$ cat src/hdl/assert_macros.svh
// Assertion macros shared by the RTL modules of the prime test unit.
`ifndef ASSERT_MACROS_SVH
`define ASSERT_MACROS_SVH

// Check a property on every rising clock edge, skipped while reset is asserted.
`define ASSERT_CLK(label, prop, msg) \
	label: assert property (@(posedge clk) disable iff (!arst_n) (prop)) else $error(msg);

// Check that a condition never holds on a rising clock edge outside reset.
`define ASSERT_NEVER(label, cond, msg) \
	label: assert property (@(posedge clk) disable iff (!arst_n) !(cond)) else $error(msg);

`endif

$ cat src/hdl/tdpt_pkg.sv
// Package with shared constants and controller/datapath interface types.
package tdpt_pkg;

	// Default width of the tested value
	localparam int VALUE_BITS_DEF = 32;

	// First trial divisor
	localparam int DIVISOR_FIRST = 2;

	// Commands from the controller to the datapath
	typedef struct packed {
		logic load;      // capture magnitude, restart at the first divisor
		logic div_init;  // start a remainder computation
		logic div_step;  // one restoring-division step
		logic advance;   // move on to the next divisor
	} tdpt_cmd_t;

	// Status from the datapath to the controller
	typedef struct packed {
		logic mag_lt2;   // magnitude is 0 or 1
		logic sq_gt_m;   // divisor squared exceeds the magnitude
		logic div_last;  // current division step is the final one
		logic rem_zero;  // remainder of the finished division is zero
	} tdpt_status_t;

endpackage

$ cat src/hdl/trial_division_prime_test_unit.sv
// Top level of the trial-division prime test unit.
// Tests whether |value| is prime; 0 and 1 report not prime, and the most
// negative value is taken as 2^(VALUE_BITS-1). Pulse start while busy is low to
// begin a transaction; the result appears on is_prime with done high for exactly
// one cycle and cannot be held off by the receiver. Each trial divisor d = 2, 3,
// ... passes through a shared one-bit-per-cycle restoring remainder unit plus
// a square check and an advance step, and the test stops at the first divisor
// that divides or once d*d exceeds the magnitude. busy falls on the edge that
// raises done, so the next transaction can be accepted while the result is on
// the ports.

module trial_division_prime_test_unit
	import tdpt_pkg::*;
#(
	parameter int VALUE_BITS = VALUE_BITS_DEF
) (
	input  logic                         clk,
	input  logic                         arst_n,
	input  logic                         start,
	input  logic signed [VALUE_BITS-1:0] value,
	output logic                         busy,
	output logic                         done,
	output logic                         is_prime
);

	tdpt_cmd_t    cmd;
	tdpt_status_t status;

	// Sequencer
	tdpt_ctrl u_ctrl (
		.clk      (clk),
		.arst_n   (arst_n),
		.start    (start),
		.status   (status),
		.cmd      (cmd),
		.busy     (busy),
		.done     (done),
		.is_prime (is_prime)
	);

	// Arithmetic
	tdpt_dp #(
		.VALUE_BITS (VALUE_BITS)
	) u_dp (
		.clk    (clk),
		.arst_n (arst_n),
		.value  (value),
		.cmd    (cmd),
		.status (status)
	);

endmodule

$ cat src/hdl/tdpt_dp.sv
// Datapath: magnitude, divisor, running square and bit-serial remainder unit.
`include "assert_macros.svh"

module tdpt_dp
	import tdpt_pkg::*;
#(
	parameter int VALUE_BITS = VALUE_BITS_DEF
) (
	input  logic                         clk,
	input  logic                         arst_n,
	input  logic signed [VALUE_BITS-1:0] value,
	input  tdpt_cmd_t                    cmd,
	output tdpt_status_t                 status
);

	localparam int DBITS = VALUE_BITS / 2 + 1;   // divisor width
	localparam int SQW   = VALUE_BITS + 1;       // divisor square width
	localparam int CW    = $clog2(VALUE_BITS);   // division step counter width

	logic [VALUE_BITS-1:0] mag_q;
	logic [VALUE_BITS-1:0] sh_q;
	logic [DBITS-1:0]      d_q;
	logic [DBITS-1:0]      rem_q;
	logic [SQW-1:0]        sq_q;
	logic [CW-1:0]         cnt_q;

	logic [VALUE_BITS-1:0] raw;
	logic [VALUE_BITS-1:0] mag_n;
	logic [DBITS:0]        trial;
	logic                  trial_ge;
	logic [DBITS-1:0]      rem_n;

	// Two's complement magnitude; the most negative value maps to 2^(N-1)
	assign raw   = value;
	assign mag_n = raw[VALUE_BITS-1] ? (~raw + 1'b1) : raw;

	// Restoring division step: shift in the next magnitude bit, subtract if it fits
	assign trial    = {rem_q, sh_q[VALUE_BITS-1]};
	assign trial_ge = trial >= {1'b0, d_q};
	assign rem_n    = trial_ge ? DBITS'(trial - {1'b0, d_q}) : DBITS'(trial);

	// Datapath registers
	always_ff @(posedge clk or negedge arst_n) begin
		if (!arst_n) begin
			mag_q <= '0;
			sh_q  <= '0;
			d_q   <= DBITS'(DIVISOR_FIRST);
			rem_q <= '0;
			sq_q  <= SQW'(DIVISOR_FIRST * DIVISOR_FIRST);
			cnt_q <= '0;
		end else begin
			if (cmd.load) begin
				mag_q <= mag_n;
				d_q   <= DBITS'(DIVISOR_FIRST);
				sq_q  <= SQW'(DIVISOR_FIRST * DIVISOR_FIRST);
				rem_q <= '0;
			end
			if (cmd.div_init) begin
				sh_q  <= mag_q;
				rem_q <= '0;
				cnt_q <= CW'(VALUE_BITS - 1);
			end
			if (cmd.div_step) begin
				sh_q  <= sh_q << 1;
				rem_q <= rem_n;
				cnt_q <= cnt_q - 1'b1;
			end
			// (d+1)^2 = d^2 + 2d + 1
			if (cmd.advance) begin
				d_q  <= d_q + 1'b1;
				sq_q <= sq_q + SQW'({d_q, 1'b1});
			end
		end
	end

	// Status toward the controller
	assign status.mag_lt2  = mag_q < VALUE_BITS'(DIVISOR_FIRST);
	assign status.sq_gt_m  = sq_q > {1'b0, mag_q};
	assign status.div_last = cnt_q == '0;
	assign status.rem_zero = rem_q == '0;

	// The partial remainder always stays below the divisor
	`ASSERT_CLK(a_rem_below_div, rem_q < d_q, "partial remainder reached the divisor")
	// The divisor never drops below the first trial divisor
	`ASSERT_NEVER(a_div_floor, d_q < DBITS'(DIVISOR_FIRST), "divisor below first trial value")

endmodule

$ cat src/hdl/tdpt_ctrl.sv
// Controller: sequences load, trial divisions and result reporting.
`include "assert_macros.svh"

module tdpt_ctrl
	import tdpt_pkg::*;
(
	input  logic         clk,
	input  logic         arst_n,
	input  logic         start,
	input  tdpt_status_t status,
	output tdpt_cmd_t    cmd,
	output logic         busy,
	output logic         done,
	output logic         is_prime
);

	typedef enum logic [3:0] {
		S_IDLE  = 4'b0001,
		S_CHECK = 4'b0010,
		S_DIV   = 4'b0100,
		S_TEST  = 4'b1000
	} state_t;

	state_t state_q, state_n;
	logic   done_q, done_n;
	logic   prime_q, prime_n;

	// Next state and command decode
	always_comb begin
		state_n = state_q;
		cmd     = '0;
		done_n  = 1'b0;
		prime_n = prime_q;
		unique case (state_q)
			S_IDLE: begin
				if (start) begin
					cmd.load = 1'b1;
					state_n  = S_CHECK;
				end
			end
			S_CHECK: begin
				if (status.mag_lt2) begin
					done_n  = 1'b1;
					prime_n = 1'b0;
					state_n = S_IDLE;
				end else if (status.sq_gt_m) begin
					// no divisor up to the square root divided the magnitude
					done_n  = 1'b1;
					prime_n = 1'b1;
					state_n = S_IDLE;
				end else begin
					cmd.div_init = 1'b1;
					state_n      = S_DIV;
				end
			end
			S_DIV: begin
				cmd.div_step = 1'b1;
				if (status.div_last) begin
					state_n = S_TEST;
				end
			end
			S_TEST: begin
				if (status.rem_zero) begin
					done_n  = 1'b1;
					prime_n = 1'b0;
					state_n = S_IDLE;
				end else begin
					cmd.advance = 1'b1;
					state_n     = S_CHECK;
				end
			end
			default: begin
				state_n = S_IDLE;
			end
		endcase
	end

	// State and result registers
	always_ff @(posedge clk or negedge arst_n) begin
		if (!arst_n) begin
			state_q <= S_IDLE;
			done_q  <= 1'b0;
			prime_q <= 1'b0;
		end else begin
			state_q <= state_n;
			done_q  <= done_n;
			prime_q <= prime_n;
		end
	end

	assign busy     = state_q != S_IDLE;
	assign done     = done_q;
	assign is_prime = prime_q;

	// Result strobe lasts one cycle
	`ASSERT_CLK(a_done_pulse, done |=> !done, "result strobe held longer than one cycle")
	// A started transaction makes the unit busy
	`ASSERT_CLK(a_start_busy, (start && !busy) |=> busy, "accepted transaction did not go busy")
	// A result is only reported once the unit is back to idle
	`ASSERT_CLK(a_done_idle, done |-> !busy, "result strobe while still busy")

endmodule
$ cat config.mk
export PLATFORM = sky130hd
export DESIGN_NAME = trial_division_prime_test_unit
export DESIGN_NICKNAME = d
export VERILOG_FILES = /design/src/hdl/tdpt_pkg.sv /design/src/hdl/trial_division_prime_test_unit.sv /design/src/hdl/tdpt_dp.sv /design/src/hdl/tdpt_ctrl.sv
export VERILOG_INCLUDE_DIRS = /design/src /design/src/hdl
export SDC_FILE = /design/constraint.sdc
export NUM_CORES = 1
export LEC_CHECK = 0
export BUFFER_PORTS_ARGS = -buffer_cell sky130_fd_sc_hd__buf_2
export CAP_MARGIN = 0
export CORE_MARGIN = 2
export CORE_UTILIZATION = 45
export DETAILED_ROUTE_END_ITERATION = 10
export GPL_TIMING_DRIVEN = 0
export PLACE_DENSITY_LB_ADDON = 0.08
export SYNTH_ARGS = -nofsm -noshare
export SYNTH_HDL_FRONTEND = slang
export SYNTH_HIERARCHICAL = 1
export SYNTH_SLANG_ARGS = --single-unit
$ cat constraint.sdc
create_clock -name clk -period 4.1 [get_ports clk]
set_input_delay 0.205 -clock clk [delete_from_list [all_inputs] [get_ports clk]]
set_output_delay 0.205 -clock clk [all_outputs]
set_load 0.01 [all_outputs]
==> results of run 1 <==
sequential cells by signal, indices dropped and copies added (netlist names):
name	flops
u_ctrl/done	1
u_dp/cnt_q	5
u_dp/mag_q	32
u_dp/d_q	17
u_dp/sh_q	32
u_dp/rem_q	17
u_ctrl/state_q	4
u_dp/sq_q	33
u_ctrl/is_prime	1
worst max-delay path: cells and delay by family, from the launching register on:
family | cells | cell delay [ns]
flops | 1 | 0.48
compound gates | 3 | 0.73
mux | 1 | 0.22
fa+ha+maj | 1 | 0.24
buf+inv | 3 | 0.85
simple gates | 4 | 1.20
repair_timing:
action	CTS	global route
hold endpoints to repair	50	0
hold buffers	1	0
setup endpoints to repair	30	36
gates cloned	0	0
gates resized for setup	4	4
cell families (layout without fill, tap and decap cells):
logic type | after synthesis | after routing
buffers and inverters | 114 | 185
XOR/XNOR | 65 | 65
AND/OR/NAND/NOR | 357 | 357
adder cells (fa/ha/maj) | 72 | 72
AO/OA/AOI/OAI | 278 | 278
flip-flops | 142 | 142
multiplexers | 51 | 51
synth_stat cells, drive strengths merged, types with 4 or more instances:
library cell    n
a211oi          6
a21o           13
a21oi          80
a31oi           5
a32oi           5
and3            8
buf            11
clkbuf         35
dfrtp         139
ha             70
inv            68
mux2i          49
nand2         132
nand2b         10
nand3          46
nand4          17
nor2           66
nor2b           8
nor3           21
nor4           15
nor4b           5
o211ai         10
o21ai          99
o22ai           4
o31ai          16
or3            13
xnor2          20
xor2           45
through the flow:
stage | worst slack [ns] | cells | total power, mW | hold WS, ns
final | 0.2284 | 1420 | 6.855 | 0.05170
after global routing | 0.04674 | 1420 | 7.424 | 0.06110
after CTS | 0.02449 | 1420 | 6.881 | 0.03527
after detailed placement | -0.4367 | 1387 | 5.394 | 0.1794
after global placement | -0.4045 | 1386 | 5.357 | 0.4654
after floorplan | 0.7396 | 1079 | 4.494 | -0.09059
per-layer routing:
metal  track usage  vias up
met5             0        -
met4       0.07000        0
met3       0.03313       23
met2        0.3806      136
met1        0.3422     3856
li1              -     3979
path summary, 6_finish.rpt:
path,from,to
setup reg to reg,u_dp/mag_q[31]$_DFFE_PN0P_,u_dp/sh_q[26]$_DFFE_PN0P_
setup / recovery,u_dp/mag_q[31]$_DFFE_PN0P_,u_dp/sh_q[26]$_DFFE_PN0P_
hold reg to reg,u_dp/sh_q[16]$_DFFE_PN0P_,u_dp/sh_q[17]$_DFFE_PN0P_
hold / removal,start,u_ctrl/state_q[1]$_DFFE_PN0P_
max in group asynchronous,arst_n,u_dp/sq_q[2]$_DFFE_PN1P_
min in group asynchronous,arst_n,u_ctrl/done$_DFF_PN0_
cells in the final DEF (no fill, tap or decap), drive strengths merged, types with 4 or more instances in the layout:
| cell | n |
|---|---|
| mux2i | 49 |
| o22ai | 4 |
| nor4b | 5 |
| inv | 69 |
| nand2b | 10 |
| a211oi | 6 |
| nand4 | 17 |
| clkinv | 4 |
| ha | 70 |
| xor2 | 45 |
| buf | 48 |
| nor3 | 21 |
| a21o | 13 |
| a31oi | 5 |
| o31ai | 16 |
| clkbuf | 58 |
| and3 | 8 |
| a21oi | 80 |
| o21ai | 99 |
| xnor2 | 20 |
| nor4 | 15 |
| nand3 | 46 |
| a32oi | 5 |
| or3 | 13 |
| nand2 | 132 |
| dfrtp | 139 |
| nor2b | 8 |
| nor2 | 66 |
| o211ai | 10 |
| clkinvlp | 4 |
layout make-up:
class / instances / area, sq um
clock buffers: 22 / 454.2
repair buffers: 39 / 229.0
well taps: 270 / 337.8
plain buffers: 46 / 183.9
inverters: 68 / 255.2
multi-input cells: 823 / 5443
clock inverters: 10 / 92.59
fillers: 1899 / 9812
flip-flops and latches: 142 / 3557
power breakdown:
part	internal (mW)	total, mW	switching, mW
registers	1.81	2.24	0.431
clock network	0.849	1.47	0.622
logic	1.26	3.15	1.89
total	3.91	6.86	2.94
==> reports/results.ini, run 1 <==
[die]
pin_count=38
coreArea_sq_mm=0.02036
initial_core_util=0.4626
die-area_sq_mm=0.02211
die_w_um=148.7
die_h_um=148.7
num_rows=52

[timing]
worst_pin_slew_ns=0.7653
post-route-min-period_ns=3.872
rsz0062_at_grt=no
hold_viol=0
finalMaxSlewViolations=0
clock.fmax_ghz=0.2583
skew_ns=0.01142
maxSlewHeadroom=0.4898
period_share=0.9443
setup_viol=0
tns_ns=0

[route]
dr.max_layer_used=met4
via_per_inst=5.630
vias=7994
wl_met1_um=12300
first_pass_iters=5
ant_nets=0
wl_met3_um=825
drt-initial-drc-count=550
wl_per_cell_um=17.59
wirelength_um=24980
drc_errors=0
met2_length_um=11430

[clock_tree]
cts_tree=done
clock_sinks=142
cts-root-buf=clkbuf_16
cts_buffer_depth=2
htreeDepth=4
cts_inserted_buffers=17
clkTransAtPathRegs_ns=0.06
postCtsSetupBuffers=0
clock_latency_ns=0.43

[place]
dp_hpwl_um=19090
finalWeightedCongestion=0.8859
port_buffers=37
placed_area_sq_mm=0.009977

[synth]
syn_area_per_cell_sq_um=8.731
synth_seq_cells=142
syn_inst=1079
synth_xor_area_frac=0.06043
yosys-top-cells-area=dfrtp_1 (37%), ha_1 (9.3%), nand2_1 (5.2%), mux2i_1 (5.2%), o21ai_0 (4.6%)
yosys.area_share.simple=0.1825
yosys.area_share.adder=0.09722
synth-main-ff-cell=dfrtp_1
synth_top_cell_by_area=dfrtp_1
synthDistinctLibCells=76
syn-num-nets=1186
synth_top_family_by_area=simple AND/OR/NAND/NOR gates
ys_async_sr_fraction=1.000
ys_seq_area_frac=0.3776
synth_top_area_share=0.3692
synthMuxAreaShare=0.05446
yosysWarnings=6
syn-cell-area_sq_mm=0.009420
synth_edf_count=0
synth_compound_area_frac=0.1820

[cells_and_area]
fin_util=0.5182
nNetsFinal=1244
synthToLayoutAreaGrowth_pct=12.02
design_area_sq_mm=0.01055
drive_gt1_frac=0.08174
num_antenna_cells=0

[worst_setup_path]
cpPeakStageDelay_ns=0.52
reg2reg_setup_slack_ns=0.23
r2r_cells=12
cp.required_ns=4.38
crit_fanout=10
path_class=flip-flop to flip-flop
worstPathArrival_ns=4.15
worstSetupEndpointType=flip-flop
crit_chain=inv_1, ha_1, or4_1, o311a_1, a2111oi_2, and3_1, nor2_1, nor3_1, clkbuf_2, buf_2, mux2i_1, o21ai_0
crit_path_top_delay_cell=or4_1
start_kind=flip-flop

[power]
power_density_mw_per_mm2=649.6
vdd_drop_max_uv=407.8
leakage_nw=4.690

[grt]
grt_usage=0.2395
grt_pass1_vias=7809
antenna_found_initial=0
grt_overflow=0
grt_start_max_net_pins=93
grt_pass1_wl_um=41370

[job]
max_cap_viol_count=0

[hold_path]
worstHoldPathCells=3
min_path_type=primary input to flip-flop

[status]
outcome=completed

Note: power is estimated with default switching activity, not from simulation.
==> run 2: changes to the inputs <==
Settings changed: ABC_AREA set to 1.
==> reports/results.ini, run 2 <==
[status]
outcome=completed

[cells_and_area]
nNetsFinal=1762  ; +42%
layout_commonest_cell=nand2_1
regMostFlops=u_dp/sq_q
most-common-layout-cells=nand2_1 (518), inv_1 (237), nand3_1 (140)
largest_reg_flops=33  ; unchanged
drive_gt1_frac=0.07854  ; -0.003202
num_antenna_cells=0  ; unchanged
fillers=2486  ; +31%
design_area_sq_mm=0.01193  ; +13%
register_area_sq_mm=0.003557  ; unchanged
multiInputGateArea_sq_mm=0.006040  ; +11%
synthToLayoutAreaGrowth_pct=11.44
largestRegisters=u_dp/sq_q: 33 flops, u_dp/mag_q: 32 flops, u_dp/sh_q: 32 flops

[power]
vdd_drop_max_uv=382.7  ; -6.1%
leakage_nw=6.289  ; +34%
power_density_mw_per_mm2=562.0  ; -13%

[synth]
synth_top_cell_by_area=dfrtp_1
synth_edf_count=0  ; unchanged
synth-main-ff-cell=dfrtp_1
yosysWarnings=6  ; unchanged
synth_top_area_share=0.3248  ; -0.04443
synth_seq_cells=142  ; unchanged
syn-num-nets=1704  ; +44%
ys_async_sr_fraction=1.000  ; unchanged
yosysMostFrequentCell=nand2_1
synthDistinctLibCells=50  ; -34%
yosys-top-cells-area=dfrtp_1 (32%), nand2_1 (18%), inv_1 (8.3%), ha_1 (8.2%), nand3_1 (6.5%)
syn-cell-area_sq_mm=0.01071  ; +14%
synthTopCellsByCount=nand2_1 (518), inv_1 (237), nand3_1 (140), dfrtp_1 (139), nor2_1 (127)
syn_area_per_cell_sq_um=6.706  ; -23%
ys_seq_area_frac=0.3322  ; -0.04544
syn_inst=1597  ; +48%

[worst_setup_path]
worst-path-buf-inv=6  ; +3
start_kind=flip-flop
crit_top_cell=inv_1
cp.required_ns=4.40  ; +0.02 ns
crit_fanout=10  ; unchanged
path_class=flip-flop to flip-flop
worstSetupEndpointType=flip-flop
crit_path_top_delay_cell=nor4_1
critPathTopFamily=simple AND/OR/NAND/NOR gates
cpPeakStageDelay_ns=0.54  ; +0.02 ns
worstPathArrival_ns=3.78  ; -0.37 ns
crit_chain=inv_1, nand4_1, nor3_1, nand4_1, nor4_1, inv_1, nand2_1, inv_1, buf_2, nor2_1, inv_1, clkbuf_1, nand3_1, o21ai_0

[job]
max_cap_viol_count=0  ; unchanged

[place]
port_buffers=36  ; -2.7%
finalWeightedCongestion=0.9003  ; +1.6%
placed_area_sq_mm=0.01132  ; +13%
dp_hpwl_um=23810  ; +25%

[clock_tree]
cts_inserted_buffers=17  ; unchanged
cts_tree=done
clkTransAtPathRegs_ns=0.07  ; about the same
clock_sinks=142  ; unchanged
clock_latency_ns=0.43  ; about the same
cts_buffer_depth=2  ; unchanged
htreeDepth=4  ; unchanged
postCtsSetupBuffers=0  ; unchanged
cts-root-buf=clkbuf_16

[die]
num_rows=56  ; +7.7%
pin_count=38  ; unchanged
die_h_um=158.3  ; +6.4%
die_w_um=158.3  ; +6.4%
die-area_sq_mm=0.02505  ; +13%
initial_core_util=0.4576  ; -0.004980
coreArea_sq_mm=0.02340  ; +15%

[timing]
rsz0062_at_grt=no
post-route-min-period_ns=3.478  ; -0.3937 ns
skew_ns=0.01222  ; +0.0007929 ns
worst_pin_slew_ns=0.9470  ; +0.1817 ns
finalMaxSlewViolations=0  ; unchanged
tns_ns=0  ; unchanged
whs_ns=0.05819  ; +0.006490 ns
setup_viol=0  ; unchanged
period_share=0.8483  ; -0.09602
maxSlewHeadroom=0.3628  ; -0.1270
clock.fmax_ghz=0.2875  ; +11%
hold_viol=0  ; unchanged

[route]
via_per_inst=5.187  ; -7.9%
wirelength_um=30230  ; +21%
vias=10310  ; +29%
wl_per_cell_um=15.21  ; -14%
ant_nets=0  ; unchanged
drc_errors=0  ; unchanged
first_pass_iters=5  ; unchanged
drt-initial-drc-count=831  ; +51%

[hold_path]
min_path_type=primary input to flip-flop

[grt]
grt_usage=0.2519  ; +0.01240
grt_pass1_wl_um=48980  ; +18%
grt_pass1_vias=9485  ; +21%
grt_start_max_net_pins=95  ; +2.2%
grt_overflow=0  ; unchanged
antenna_found_initial=0  ; unchanged

run 2: changes by cell type after synthesis, moves of 22 or more:
cell / change
a21oi_1: -32
inv_1: +169
mux2i_1: -49
nand2_1: +387
nand3_1: +94
nor2_1: +61
o211ai_1: +22
xor2_1: -30
run 2: kinds of logic after synthesis:
group | share of synthesized area
xor+xnor | 0.01799
compound gates | 0.1014
flops | 0.3322
fa+ha+maj | 0.08552
buf+inv | 0.1039
simple gates | 0.3590
run 2: worst reg2reg max path: cells and delay by family, from the launching register on:
kind | cells | cell delay [ns]
compound gates | 1 | 0.09
simple gates | 7 | 1.80
buf+inv | 6 | 1.05
flops | 1 | 0.41
run 2: per-layer routing:
metal / global-route usage / part of all wire / vias to the layer above
li1: - / - / 5243
met4: 0.06263 / 0.015 / 0
met5: 0 / 0 / -
met2: 0.4170 / 0.47 / 216
met3: 0.03375 / 0.046 / 29
met1: 0.3499 / 0.47 / 4819
run 2: final timing paths:
| kind | from | to | slack (ns) | cells past startpoint |
|---|---|---|---|---|
| hold / removal | value[18] | u_dp/mag_q[18]$_DFFE_PN0P_ | 0.06 | 3 |
| max in group asynchronous | arst_n | u_dp/sq_q[2]$_DFFE_PN1P_ | 2.95 | 3 |
| setup reg to reg | u_dp/rem_q[11]$_DFFE_PN0P_ | u_dp/d_q[10]$_DFFE_PN0P_ | 0.62 | 14 |
| hold reg to reg | u_dp/mag_q[24]$_DFFE_PN0P_ | u_dp/mag_q[24]$_DFFE_PN0P_ | 0.48 | 2 |
| min in group asynchronous | arst_n | u_dp/cnt_q[3]$_DFFE_PN0P_ | 0.27 | 2 |
| setup / recovery | u_dp/rem_q[11]$_DFFE_PN0P_ | u_dp/d_q[10]$_DFFE_PN0P_ | 0.62 | 14 |
run 2: final cells by class:
cell class / instances / share of cell area
multi-input cells: 1174 / 0.5061
well taps: 319 / 0.03345
plain buffers: 38 / 0.01678
clock inverters: 15 / 0.01394
flip-flops and latches: 142 / 0.2981
inverters: 243 / 0.07643
repair buffers: 39 / 0.01961
clock buffers: 17 / 0.03565
run 2: timing repair:
| action | 4_1_cts | 5_1_grt |
|---|---|---|
| gates resized for setup | 0 | 0 |
| endpoints found under the hold margin | 48 | 0 |
| endpoints found under the setup margin | 0 | 0 |
| hold buffers | 2 | 0 |
run 2: report_power, final:
part,total [mW],internal (mW),switching (mW)
clock,1.57,0.869,0.704
combinational,3.15,1.09,2.05
sequential,1.99,1.76,0.229
total,6.71,3.72,2.99
run 2: through the flow:
step / setup slack [ns] / cells / total power, mW / utilization
global route: 0.3502 / 1987 / 7.274 / 0.5099
floorplan: 1.791 / 1597 / 4.298 / -
global placement: 0.6068 / 1952 / 5.104 / 0.4824
detailed placement: 0.6338 / 1953 / 5.165 / 0.4838
finish: 0.6221 / 1987 / 6.706 / 0.5099
CTS: 0.6030 / 1987 / 6.779 / 0.5099
